<file path="src/sv/takeover_control_supervisor_top_defines.svh">
// assertion macros for the takeover control supervisor
`ifndef TAKEOVER_CONTROL_SUPERVISOR_TOP_DEFINES_SVH
`define TAKEOVER_CONTROL_SUPERVISOR_TOP_DEFINES_SVH

`ifndef SYNTHESIS
// checked only out of reset
`define TCS_ASSERT(lbl, prop, msg) \
	lbl: assert property (@(posedge clk) disable iff (!arst_n) prop) else $error(msg);
// checked on every edge, reset included
`define TCS_ASSERT_ALWAYS(lbl, prop, msg) \
	lbl: assert property (@(posedge clk) prop) else $error(msg);
`else
`define TCS_ASSERT(lbl, prop, msg)
`define TCS_ASSERT_ALWAYS(lbl, prop, msg)
`endif

`endif

</file>
<file path="src/sv/tcs_pkg.sv">
// types and constants shared by the takeover control supervisor
package tcs_pkg;

	localparam int FRAC_BITS = 16;
	localparam int AW_W = FRAC_BITS + 1;
	localparam logic [AW_W-1:0] AW_ONE = AW_W'(1) << FRAC_BITS;
	localparam int CFG_W = 17;
	localparam int CFG_IDX_W = 3;

	localparam logic [CFG_IDX_W-1:0] CFG_RESPONSE_STEPS    = 3'd0;
	localparam logic [CFG_IDX_W-1:0] CFG_RECOVERY_PER_TICK = 3'd1;
	localparam logic [CFG_IDX_W-1:0] CFG_INITIAL_AWARENESS = 3'd2;
	localparam logic [CFG_IDX_W-1:0] CFG_DECEL_PER_TICK    = 3'd3;
	localparam logic [CFG_IDX_W-1:0] CFG_START_AUTOMATED   = 3'd4;

	typedef enum logic [2:0] {
		MODE_MANUAL  = 3'd0,
		MODE_AUTO    = 3'd1,
		MODE_PREP    = 3'd2,
		MODE_BRAKE   = 3'd3,
		MODE_RECOVER = 3'd4
	} mode_t;

	typedef enum logic [1:0] {
		OP_TICK     = 2'd0,
		OP_TAKEOVER = 2'd1,
		OP_BRAKE    = 2'd2,
		OP_SET_AW   = 2'd3
	} op_t;

	typedef struct packed {
		op_t             opcode;
		logic [15:0]     time_till_brake;
		logic [16:0]     awareness_value;
		logic [15:0]     current_speed;
	} tcs_in_t;

	typedef struct packed {
		mode_t           mode;
		logic [16:0]     awareness;
		logic            automated_type;
		logic            speed_cmd_valid;
		logic [15:0]     speed_cmd;
		logic            warning;
	} tcs_out_t;

	typedef struct packed {
		logic [15:0]     response_steps;
		logic [AW_W-1:0] recovery_per_tick;
		logic [AW_W-1:0] initial_awareness;
		logic [15:0]     decel_per_tick;
		logic            start_automated;
		logic            restart;
		logic            restart_auto;
	} tcs_cfg_t;

endpackage

</file>
<file path="src/sv/tcs_cfg.sv">
// configuration registers and mode restart request
module tcs_cfg
	import tcs_pkg::*;
(
	input  logic                 clk,
	input  logic                 arst_n,
	input  logic                 cfg_we,
	input  logic [CFG_IDX_W-1:0] cfg_index,
	input  logic [CFG_W-1:0]     cfg_wdata,
	output tcs_cfg_t             cfg
);

	logic [15:0]     response_steps_q;
	logic [AW_W-1:0] recovery_per_tick_q;
	logic [AW_W-1:0] initial_awareness_q;
	logic [15:0]     decel_per_tick_q;
	logic            start_automated_q;

	always_ff @(posedge clk or negedge arst_n) begin
		if (!arst_n) begin
			response_steps_q    <= 16'd50;
			recovery_per_tick_q <= AW_W'(655);
			initial_awareness_q <= AW_W'(32768);
			decel_per_tick_q    <= 16'd15;
			start_automated_q   <= 1'b1;
		end else if (cfg_we) begin
			unique case (cfg_index)
				CFG_RESPONSE_STEPS:    response_steps_q    <= cfg_wdata[15:0];
				CFG_RECOVERY_PER_TICK: recovery_per_tick_q <= cfg_wdata[AW_W-1:0];
				CFG_INITIAL_AWARENESS: initial_awareness_q <= cfg_wdata[AW_W-1:0];
				CFG_DECEL_PER_TICK:    decel_per_tick_q    <= cfg_wdata[15:0];
				CFG_START_AUTOMATED:   start_automated_q   <= cfg_wdata[0];
				default: ;
			endcase
		end
	end

	always_comb begin
		cfg.response_steps    = response_steps_q;
		cfg.recovery_per_tick = recovery_per_tick_q;
		cfg.initial_awareness = initial_awareness_q;
		cfg.decel_per_tick    = decel_per_tick_q;
		cfg.start_automated   = start_automated_q;
		// writing the start mode restarts the supervisor at once
		cfg.restart           = cfg_we && (cfg_index == CFG_START_AUTOMATED);
		cfg.restart_auto      = cfg_wdata[0];
	end

endmodule

</file>
<file path="src/sv/tcs_core.sv">
// supervisor state and the single-pass update for one word
module tcs_core
	import tcs_pkg::*;
#(
	parameter int TIMER_BITS = 16
) (
	input  logic     clk,
	input  logic     arst_n,
	input  tcs_cfg_t cfg,
	input  logic     fire,
	input  tcs_in_t  item,
	output tcs_out_t result
);

	localparam int CW = (TIMER_BITS > 16) ? TIMER_BITS : 16;
	localparam logic [CW-1:0] TMR_MAX = CW'({TIMER_BITS{1'b1}});

	mode_t                 mode_q, n_mode;
	logic [AW_W-1:0]       aw_q, n_aw;
	logic [TIMER_BITS-1:0] tt_q, n_tt, bt_q, n_bt;
	logic                  tp_q, n_tp, bp_q, n_bp;
	logic                  warn_c, cmd_v_c;
	logic [15:0]           cmd_c;
	logic [AW_W:0]         aw_sum;
	logic [TIMER_BITS-1:0] resp_clamped, ttb_clamped;

	function automatic logic [TIMER_BITS-1:0] clamp_timer(input logic [15:0] v);
		logic [CW-1:0] w;
		w = CW'(v);
		clamp_timer = (w > TMR_MAX) ? {TIMER_BITS{1'b1}} : TIMER_BITS'(w);
	endfunction

	assign aw_sum       = {1'b0, aw_q} + {1'b0, cfg.recovery_per_tick};
	assign resp_clamped = clamp_timer(cfg.response_steps);
	assign ttb_clamped  = clamp_timer(item.time_till_brake);

	// next state, in the order a tick resolves: mode action, braking, takeover
	always_comb begin
		n_mode  = mode_q;
		n_aw    = aw_q;
		n_tt    = tt_q;
		n_tp    = tp_q;
		n_bt    = bt_q;
		n_bp    = bp_q;
		warn_c  = 1'b0;
		cmd_v_c = 1'b0;
		cmd_c   = '0;
		unique case (item.opcode)
			OP_TICK: begin
				if (mode_q == MODE_BRAKE) begin
					cmd_v_c = 1'b1;
					cmd_c   = (item.current_speed > cfg.decel_per_tick) ?
						item.current_speed - cfg.decel_per_tick : '0;
				end else if (mode_q == MODE_RECOVER) begin
					if (aw_q < AW_ONE)
						n_aw = (aw_sum > {1'b0, AW_ONE}) ? AW_ONE : aw_sum[AW_W-1:0];
					if (n_aw == AW_ONE)
						n_mode = MODE_MANUAL;
				end
				if (bp_q) begin
					if (bt_q <= TIMER_BITS'(1)) begin
						n_bp   = 1'b0;
						n_bt   = '0;
						n_mode = MODE_BRAKE;
						n_aw   = AW_ONE;
					end else begin
						n_bt = bt_q - TIMER_BITS'(1);
					end
				end
				if (tp_q) begin
					if (tt_q <= TIMER_BITS'(1)) begin
						n_tp   = 1'b0;
						n_tt   = '0;
						n_bp   = 1'b0;
						n_bt   = '0;
						warn_c = cfg.initial_awareness > AW_ONE;
						n_aw   = warn_c ? AW_ONE : cfg.initial_awareness;
						n_mode = MODE_RECOVER;
					end else begin
						n_tt = tt_q - TIMER_BITS'(1);
					end
				end
			end
			OP_TAKEOVER: begin
				if (mode_q == MODE_AUTO) begin
					n_tp = 1'b1;
					n_tt = resp_clamped;
					if (cfg.response_steps > item.time_till_brake) begin
						n_bp = 1'b1;
						n_bt = ttb_clamped;
					end
					n_mode = MODE_PREP;
				end else begin
					// upward request: back to automated, a nonzero time field only raises the warning
					warn_c = item.time_till_brake != 16'd0;
					n_mode = MODE_AUTO;
					n_aw   = AW_ONE;
					n_tp   = 1'b0;
					n_tt   = '0;
					n_bp   = 1'b0;
					n_bt   = '0;
				end
			end
			OP_BRAKE: begin
				n_tp   = 1'b0;
				n_tt   = '0;
				n_bp   = 1'b0;
				n_bt   = '0;
				n_mode = MODE_BRAKE;
				n_aw   = AW_ONE;
			end
			OP_SET_AW: begin
				warn_c = item.awareness_value > AW_ONE;
				n_aw   = warn_c ? AW_ONE : item.awareness_value;
			end
		endcase
	end

	always_comb begin
		result.mode            = n_mode;
		result.awareness       = n_aw;
		result.automated_type  = (n_mode == MODE_AUTO) || (n_mode == MODE_PREP) ||
			(n_mode == MODE_BRAKE);
		result.speed_cmd_valid = cmd_v_c;
		result.speed_cmd       = cmd_c;
		result.warning         = warn_c;
	end

	always_ff @(posedge clk or negedge arst_n) begin
		if (!arst_n) begin
			mode_q <= MODE_AUTO;
			aw_q   <= AW_ONE;
			tt_q   <= '0;
			tp_q   <= 1'b0;
			bt_q   <= '0;
			bp_q   <= 1'b0;
		end else if (cfg.restart) begin
			mode_q <= cfg.restart_auto ? MODE_AUTO : MODE_MANUAL;
			aw_q   <= AW_ONE;
			tt_q   <= '0;
			tp_q   <= 1'b0;
			bt_q   <= '0;
			bp_q   <= 1'b0;
		end else if (fire) begin
			mode_q <= n_mode;
			aw_q   <= n_aw;
			tt_q   <= n_tt;
			tp_q   <= n_tp;
			bt_q   <= n_bt;
			bp_q   <= n_bp;
		end
	end

endmodule

</file>
<file path="src/sv/takeover_control_supervisor_top.sv">
// a word accepted into the input register has its result word registered in the output register when it advances
// throughput: one word per cycle while the output is not stalled, set by the single-pass state update
// an input register and an output register let a new word in while a result waits
// reset: mode automated, awareness one, countdowns cleared, config at defaults
// a write of the start mode register restarts the mode in the same cycle
`include "takeover_control_supervisor_top_defines.svh"
module takeover_control_supervisor_top
	import tcs_pkg::*;
#(
	parameter int TIMER_BITS = 16
) (
	input  logic                 clk,
	input  logic                 arst_n,
	input  logic                 in_valid,
	output logic                 in_ready,
	input  tcs_in_t              in_data,
	output logic                 out_valid,
	input  logic                 out_ready,
	output tcs_out_t             out_data,
	input  logic                 cfg_we,
	input  logic [CFG_IDX_W-1:0] cfg_index,
	input  logic [CFG_W-1:0]     cfg_wdata
);

	tcs_cfg_t cfg;
	logic     valid_s1;
	tcs_in_t  item_s1;
	logic     advance;
	tcs_out_t result;
	logic     out_valid_q;
	tcs_out_t out_data_q;

	tcs_cfg u_cfg (
		.clk       (clk),
		.arst_n    (arst_n),
		.cfg_we    (cfg_we),
		.cfg_index (cfg_index),
		.cfg_wdata (cfg_wdata),
		.cfg       (cfg)
	);

	tcs_core #(
		.TIMER_BITS (TIMER_BITS)
	) u_core (
		.clk    (clk),
		.arst_n (arst_n),
		.cfg    (cfg),
		.fire   (advance),
		.item   (item_s1),
		.result (result)
	);

	// the held word moves on when the output register is free or being drained
	assign advance  = valid_s1 && (!out_valid_q || out_ready);
	assign in_ready = !valid_s1 || advance;

	always_ff @(posedge clk or negedge arst_n) begin
		if (!arst_n) begin
			valid_s1 <= 1'b0;
		end else if (in_valid && in_ready) begin
			valid_s1 <= 1'b1;
		end else if (advance) begin
			valid_s1 <= 1'b0;
		end
	end

	always_ff @(posedge clk) begin
		if (in_valid && in_ready)
			item_s1 <= in_data;
	end

	always_ff @(posedge clk or negedge arst_n) begin
		if (!arst_n) begin
			out_valid_q <= 1'b0;
		end else if (advance) begin
			out_valid_q <= 1'b1;
		end else if (out_ready) begin
			out_valid_q <= 1'b0;
		end
	end

	always_ff @(posedge clk) begin
		if (advance)
			out_data_q <= result;
	end

	assign out_valid = out_valid_q;
	assign out_data  = out_data_q;

	`TCS_ASSERT(a_stall_only_when_full, !in_ready |-> (valid_s1 && out_valid_q && !out_ready), "input stalled without a full pipeline")
	`TCS_ASSERT(a_awareness_range, out_valid |-> (out_data.awareness <= AW_ONE), "awareness above one")
	`TCS_ASSERT(a_cmd_zero_when_idle, (out_valid && !out_data.speed_cmd_valid) |-> (out_data.speed_cmd == 16'd0), "speed command without valid")
	`TCS_ASSERT(a_auto_type, out_valid |-> (out_data.automated_type == ((out_data.mode == MODE_AUTO) || (out_data.mode == MODE_PREP) || (out_data.mode == MODE_BRAKE))), "automated type disagrees with mode")
	`TCS_ASSERT_ALWAYS(a_reset_empty, !arst_n |=> (!out_valid && !valid_s1), "pipeline not empty in reset")

endmodule
</file>
<file path="config.mk">
export PLATFORM = sky130hd
export DESIGN_NAME = takeover_control_supervisor_top
export DESIGN_NICKNAME = d
export VERILOG_FILES = /design/src/sv/tcs_pkg.sv /design/src/sv/tcs_cfg.sv /design/src/sv/tcs_core.sv /design/src/sv/takeover_control_supervisor_top.sv
export VERILOG_INCLUDE_DIRS = /design/src /design/src/sv
export SDC_FILE = /design/constraint.sdc
export NUM_CORES = 1
export LEC_CHECK = 0
export BUFFER_PORTS_ARGS = -buffer_cell sky130_fd_sc_hd__buf_2
export CAP_MARGIN = 0
export CELL_PAD_IN_SITES_DETAIL_PLACEMENT = 2
export CELL_PAD_IN_SITES_GLOBAL_PLACEMENT = 2
export CORE_UTILIZATION = 42
export DETAILED_ROUTE_END_ITERATION = 12
export PLACE_DENSITY = 0.83
export SLEW_MARGIN = 25
export SYNTH_ARGS = -nofsm -noshare
export SYNTH_HDL_FRONTEND = slang
export SYNTH_SLANG_ARGS = --single-unit
export TNS_END_PERCENT = 100
</file>
<file path="constraint.sdc">
create_clock -name clk -period 8.11 [get_ports clk]
set_input_delay 0 -clock clk [delete_from_list [all_inputs] [get_ports clk]]
set_output_delay 0 -clock clk [all_outputs]
set_load 0.01 [all_outputs]
</file>
# Word-level counts from Yosys, hierarchy flattened
# Index checks and enable logic that the tools add are counted.
totals:
  word_cells: 146
  mem_count: 0
  rom_bits: 0
  input_bits: 76
  register_bits: 212
  latch_bits: 0
  ramBits: 0
classes:
  eq_ne: 16
  n_mux: 70
  bitwise_logic: 0
  n_addsub: 4
  order_cmp: 10
  mul: 0
  reduce_logical: 24
  div: 0
  shift: 0
op_table:
  columns: ["cell", "n"]
  rows:
  - ["$mux 17", 16]
  - ["$mux 16", 15]
  - ["$pmux 16 s3", 2]
  - ["$pmux 17 s4", 1]
  - ["$gt 17x17->1 const B", 2]
  - ["$gt 16x16->1", 2]
  - ["$gt 16x16->1 const B", 2]
  - ["$le 16x1->1 const B", 2]
  - ["$sub 16x1->16 const B", 2]
  - ["$mux 3", 9]
  - ["$mux 1", 22]
  - ["$add 17x17->18", 1]
  - ["$gt 18x17->1 const B", 1]
  - ["$eq 17x17->1 const B", 1]
  - ["$lt 17x17->1 const B", 1]
  - ["$reduce_bool 16->1", 1]
  - ["$sub 16x16->16", 1]
  - ["$eq 3x2->1 const B", 5]
  - ["$reduce_and 2->1", 5]
  - ["$eq 3x1->1 const B", 3]
  - ["$pmux 1 s3", 3]
  - ["$pmux 3 s3", 1]
  - ["$reduce_and 3->1", 3]
  - ["$eq 3x3->1 const B", 2]
  - ["12 further kinds", 21]

# Longest topological paths before layout
depth:
  ltp_word: 19
  ltp_mapped: 13
  depth_no_buf: 12

# Cells and area by module
# From an unflattened synthesis, not the netlist that was laid out.
hier_totals:
  cells_unflattened: 1113
  area_unflattened_um2: 11832.6
modules_own_cells:
  columns: ["module", "n_inst", "cells_per_inst", "area_per_inst_um2"]
  rows:
  - ["tcs_core", 1, 868, 6416.2]
  - ["takeover_control_supervisor_top", 1, 98, 2806.4]
  - ["tcs_cfg", 1, 147, 2610.0]

# Worst setup path after synthesis
# Ideal clock, no wire load.
synth_path:
  kind: "register to register"
  start: "reg u_core.aw_q[0]"
  end: "reg out_data_q (netlist bit out_data[18]), data pin"
  t_arrival_ps: 2958
  stages_incl_launch_ff: 12
  period_less_slack_ps: 3214
  path_slack_ps: 4896
  path_cell_list: "dfrtp_1 -> ha_1 -> fa_1 -> a21o_1 -> a21o_1 -> o31a_1 -> o41ai_1 -> o2bb2ai_1 -> or4_4 -> o31ai_4 -> o2111ai_2 -> o211a_1"
synth_rtl:
  columns: ["item", "line", "text"]
  rows:
  - ["from (decl)", "tcs_core.sv:19", "logic [AW_W-1:0] aw_q, n_aw;"]
  - ["from (signal assigned)", "tcs_core.sv:146", "aw_q <= n_aw;"]
  - ["to (signal assigned)", "takeover_control_supervisor_top.sv:84", "out_data_q <= result;"]
  - ["to (decl)", "takeover_control_supervisor_top.sv:31", "tcs_out_t out_data_q;"]

# Final worst setup path
layout_path:
  start: "reg u_cfg.decel_per_tick_q[0]"
  end: "reg out_data_q (netlist bit out_data[2]), data pin"
layout_between:
  elab_chain_len: 2
  elab_cells_between_ends: 3
layout_lines:
  columns: ["item", "line", "text"]
  rows:
  - ["from (decl)", "tcs_cfg.sv:16", "logic [15:0] decel_per_tick_q;"]
  - ["from (signal assigned)", "tcs_cfg.sv:31", "CFG_DECEL_PER_TICK: decel_per_tick_q <= cfg_wdata[15:0];"]
  - ["$gt 16x16->1", "tcs_core.sv:52", "cmd_c = (item.current_speed > cfg.decel_per_tick) ?"]
  - ["$reduce_and 3->1 (no source line)", null, null]
# Parallel ways exist; a longest one is shown, timed or not.
# A chain may end at the register's enable or synchronous reset.

==> results.yml <==
yosys:
  syn_nets: 1246
  yosysMostFrequentCell: "dfrtp_1"
  yosys_warnings: 0
  yosysTopAreaCellShare_pct: 22.73
  synthFlopType: "dfrtp_1"
  synthArstFlopShare_pct: 57.55
  synth_cell_types: 85
  synth_enable_flop_cells: 90
  synth_cells: 1111
  yosys.area.top_type: "edfxtp_1"
  synthesis.area_mm2: 0.01189
  ys_ff_latch: 212
  synth.top_cells.by_count: "dfrtp_1, nor2_1, edfxtp_1"
  yosysSeqAreaShare_pct: 48.57
  synth_area_leaders: "edfxtp_1, dfrtp_1, mux2_2"
  syn_area_per_cell_um2: 10.70
die:
  die_y_um: 170.3
  initial_core_util_pct: 42.80
  rows: 61
  die_w_um: 170.3
  coreArea_mm2: 0.02778
  io_pins: 117
  die-area_mm2: 0.02899
status:
  outcome: "finished with violations"
  violations: "negative hold slack"
clocking:
  cts_tree: "built"
  clockBufferDepth: 3
  cts.htree.levels: 1
  clk_pin_slew_ns: 0.07
  cts_root_buf: "clkbuf_16"
  cts_setup_buffers: 0
  cts.sinks: 212
  clock_latency_ns: 0.58
  cts_buffers: 25
grt:
  overflow: 0
  antenna_found_initial: 2
  grt_max_degree: 64
  grt_pass1_wl_um: 79840
  grt_pass1_vias: 12404
  grt_usage_pct: 37.38
detailed_routing:
  wl_per_cell_um: 31.46
  firstDrtPassIters: 5
  drc: 0
  drt_iter0_markers: 682
  vias: 11002
  antenna_left: 0
  wl_um: 53640
  viasPerCell: 6.453
placement:
  placed_cells: 1577
  port_buffers: 116
  place_hpwl_um: 31240
  dp_slack_ns: 4.258
  place.gp.congestion: 0.8871
sta:
  fin_crit_ns: 4.357
  rsz0062_at_grt: "no"
  fin_setup_tns_ns: 0
  slew_headroom_pct: 34.83
  whs_ns: -0.01582
  setup_viol: 0
  finalWorstSetupSlack_ns: 3.753
  min_period_over_period_pct: 53.73
  fmax_mhz: 229.5
  hold_viol: 2
  skew_ns: 0.04297
  tightest_slew_ns: 0.9701
  maxSlewViolCount: 0
setup_path:
  cp.required_ns: 8.40
  cp_slowest_cell: "o211ai_1"
  max_stage_delay_ns: 0.73
  critical_path.cell_chain: "ha_1 > fa_1 > nor2b_1 > o21a_1 > o21ai_0 > a21oi_1 > o211ai_1 > a21oi_1 > o21a_1 > o211ai_1 > buf_4 > nor2_1"
  path_max_fanout: 9
  cp-start-kind: "flop"
  crit_type: "flop to flop"
  crit_path_end_kind: "flop"
  arrival_ns: 4.64
power:
  power.total_w: 0.004196
  ir_drop_mv: 0.1866
  p_leak_nw: 6.055
  power_density_mw_per_mm2: 289.0
layout:
  syn2layout_area_growth_pct: 22.13
  n_fill_cell: 2796
  fin_cells: 1705
  final_layout_size_suffix_gt1_share_pct: 22.72
  final_util_pct: 52.27
  fin_nets: 1441
flow_run:
  maxCapViolations: 0
worst_hold_path:
  hold_path.class: "primary input to flop"
==> per-layer routing <==
layer  routed length [um]  GRT usage [%]  share of wire (%)  up-vias
met3                 2884          5.791                5.4      212
met5                    0              0                  0        -
met4                 3676          24.13                6.9        0
met1                19590          40.74                 37     5673
li1                     -              -                  -     4585
met2                27480          67.44                 51      532
==> power breakdown <==
part	leakage, nW	total, W	internal, W	switching (W)
clock network	0.394	0.00117	0.000633	0.000533
logic	3.28	0.00147	0.000525	0.000943
registers	2.38	0.00156	0.00132	0.000241
==> sequential cells by signal (all words and copies together), names as in the netlist <==
register	flops
u_cfg.initial_awareness_q	17
u_core.bp_q	1
out_valid	1
u_cfg.response_steps_q	16
u_cfg.recovery_per_tick_q	17
u_cfg.decel_per_tick_q	16
item_s1	51
u_core.mode_q	3
u_core.bt_q	16
u_core.tt_q	16
out_data	39
u_core.tp_q	1
u_core.aw_q	17
valid_s1	1
==> cells by family (layout without fill, tap and decap cells) <==
kind of cell / count (synthesis) / count (layout) / share of synthesized area, %
AO/OA/AOI/OAI: 299 / 299 / 17.58
XOR/XNOR: 26 / 26 / 1.915
adder cells (fa/ha/maj): 59 / 59 / 6.335
buffers and inverters: 104 / 318 / 3.578
flip-flops: 212 / 212 / 48.57
multiplexers: 73 / 73 / 6.882
other: 0 / 2 / 0
AND/OR/NAND/NOR: 338 / 338 / 15.13
==> worst paths after layout <==
path | from | end | slack (ns) | cells after the start
setup / recovery | u_cfg.decel_per_tick_q[0] | out_data[2] | 3.75 | 12
hold / removal | cfg_index[1] | u_cfg.recovery_per_tick_q[15] | -0.02 | 3
setup reg to reg | u_cfg.decel_per_tick_q[0] | out_data[2] | 3.75 | 12
hold reg to reg | u_core.bt_q[6] | u_core.bt_q[6] | 0.52 | 1
max in group asynchronous | arst_n | u_core.tt_q[1] | 6.41 | 4
min in group asynchronous | arst_n | u_cfg.decel_per_tick_q[0] | 0.02 | 2
==> timing repair <==
item                                    CTS  global route
endpoints found under the setup margin    0             0
resized for setup                         0             0
hold endpoints to repair                180             1
hold buffers                             75             1
==> through the flow <==
stage	hold WS, ns	cell area (um2)
after floorplan	-0.2956	11890
after global placement	-0.1713	12910
after detailed placement	-0.1655	12920
after CTS	0.001890	14470
after global routing	0.006283	14520
final	-0.01582	14520
==> worst max-delay path: cells and delay by family, from the launching register on <==
kind	cells	cell delay, ns
AO/OA/AOI/OAI	7	2.48
flip-flops	1	0.55
AND/OR/NAND/NOR	2	0.20
adder cells (fa/ha/maj)	2	0.49
buffers and inverters	1	0.34
==> cell type report <==
| cell class | instances | area, um2 | share of cell area [%] |
|---|---|---|---|
| Tap cell | 378 | 473.0 | 3.257 |
| Sequential cell | 212 | 5776 | 39.77 |
| Inverter | 62 | 232.7 | 1.603 |
| Timing Repair Buffer | 210 | 1490 | 10.26 |
| Multi-Input combinational cell | 795 | 5749 | 39.59 |
| Clock buffer | 32 | 683.2 | 4.704 |
| Antenna cell | 2 | 5.005 | 0.03446 |
| Clock inverter | 14 | 112.6 | 0.7755 |
==> cell usage in the layout (no fill, tap or decap), types with 11 or more instances in the layout <==
master	n
a22oi_1	15
a21oi_1	74
dfstp_2	16
buf_2	115
xor2_1	19
dfrtp_1	106
dlygate4sd3_1	76
clkbuf_16	26
or3_1	12
nor3_1	42
buf_4	16
o21a_1	11
a221oi_1	20
nand4_1	18
inv_1	60
nor2_1	90
mux2_2	70
nand3_1	15
edfxtp_1	90
ha_1	57
nand2_1	60
o211ai_1	11
nor4_1	27
o21ai_0	67
No activity file was read; power rests on OpenSTA's default activity.
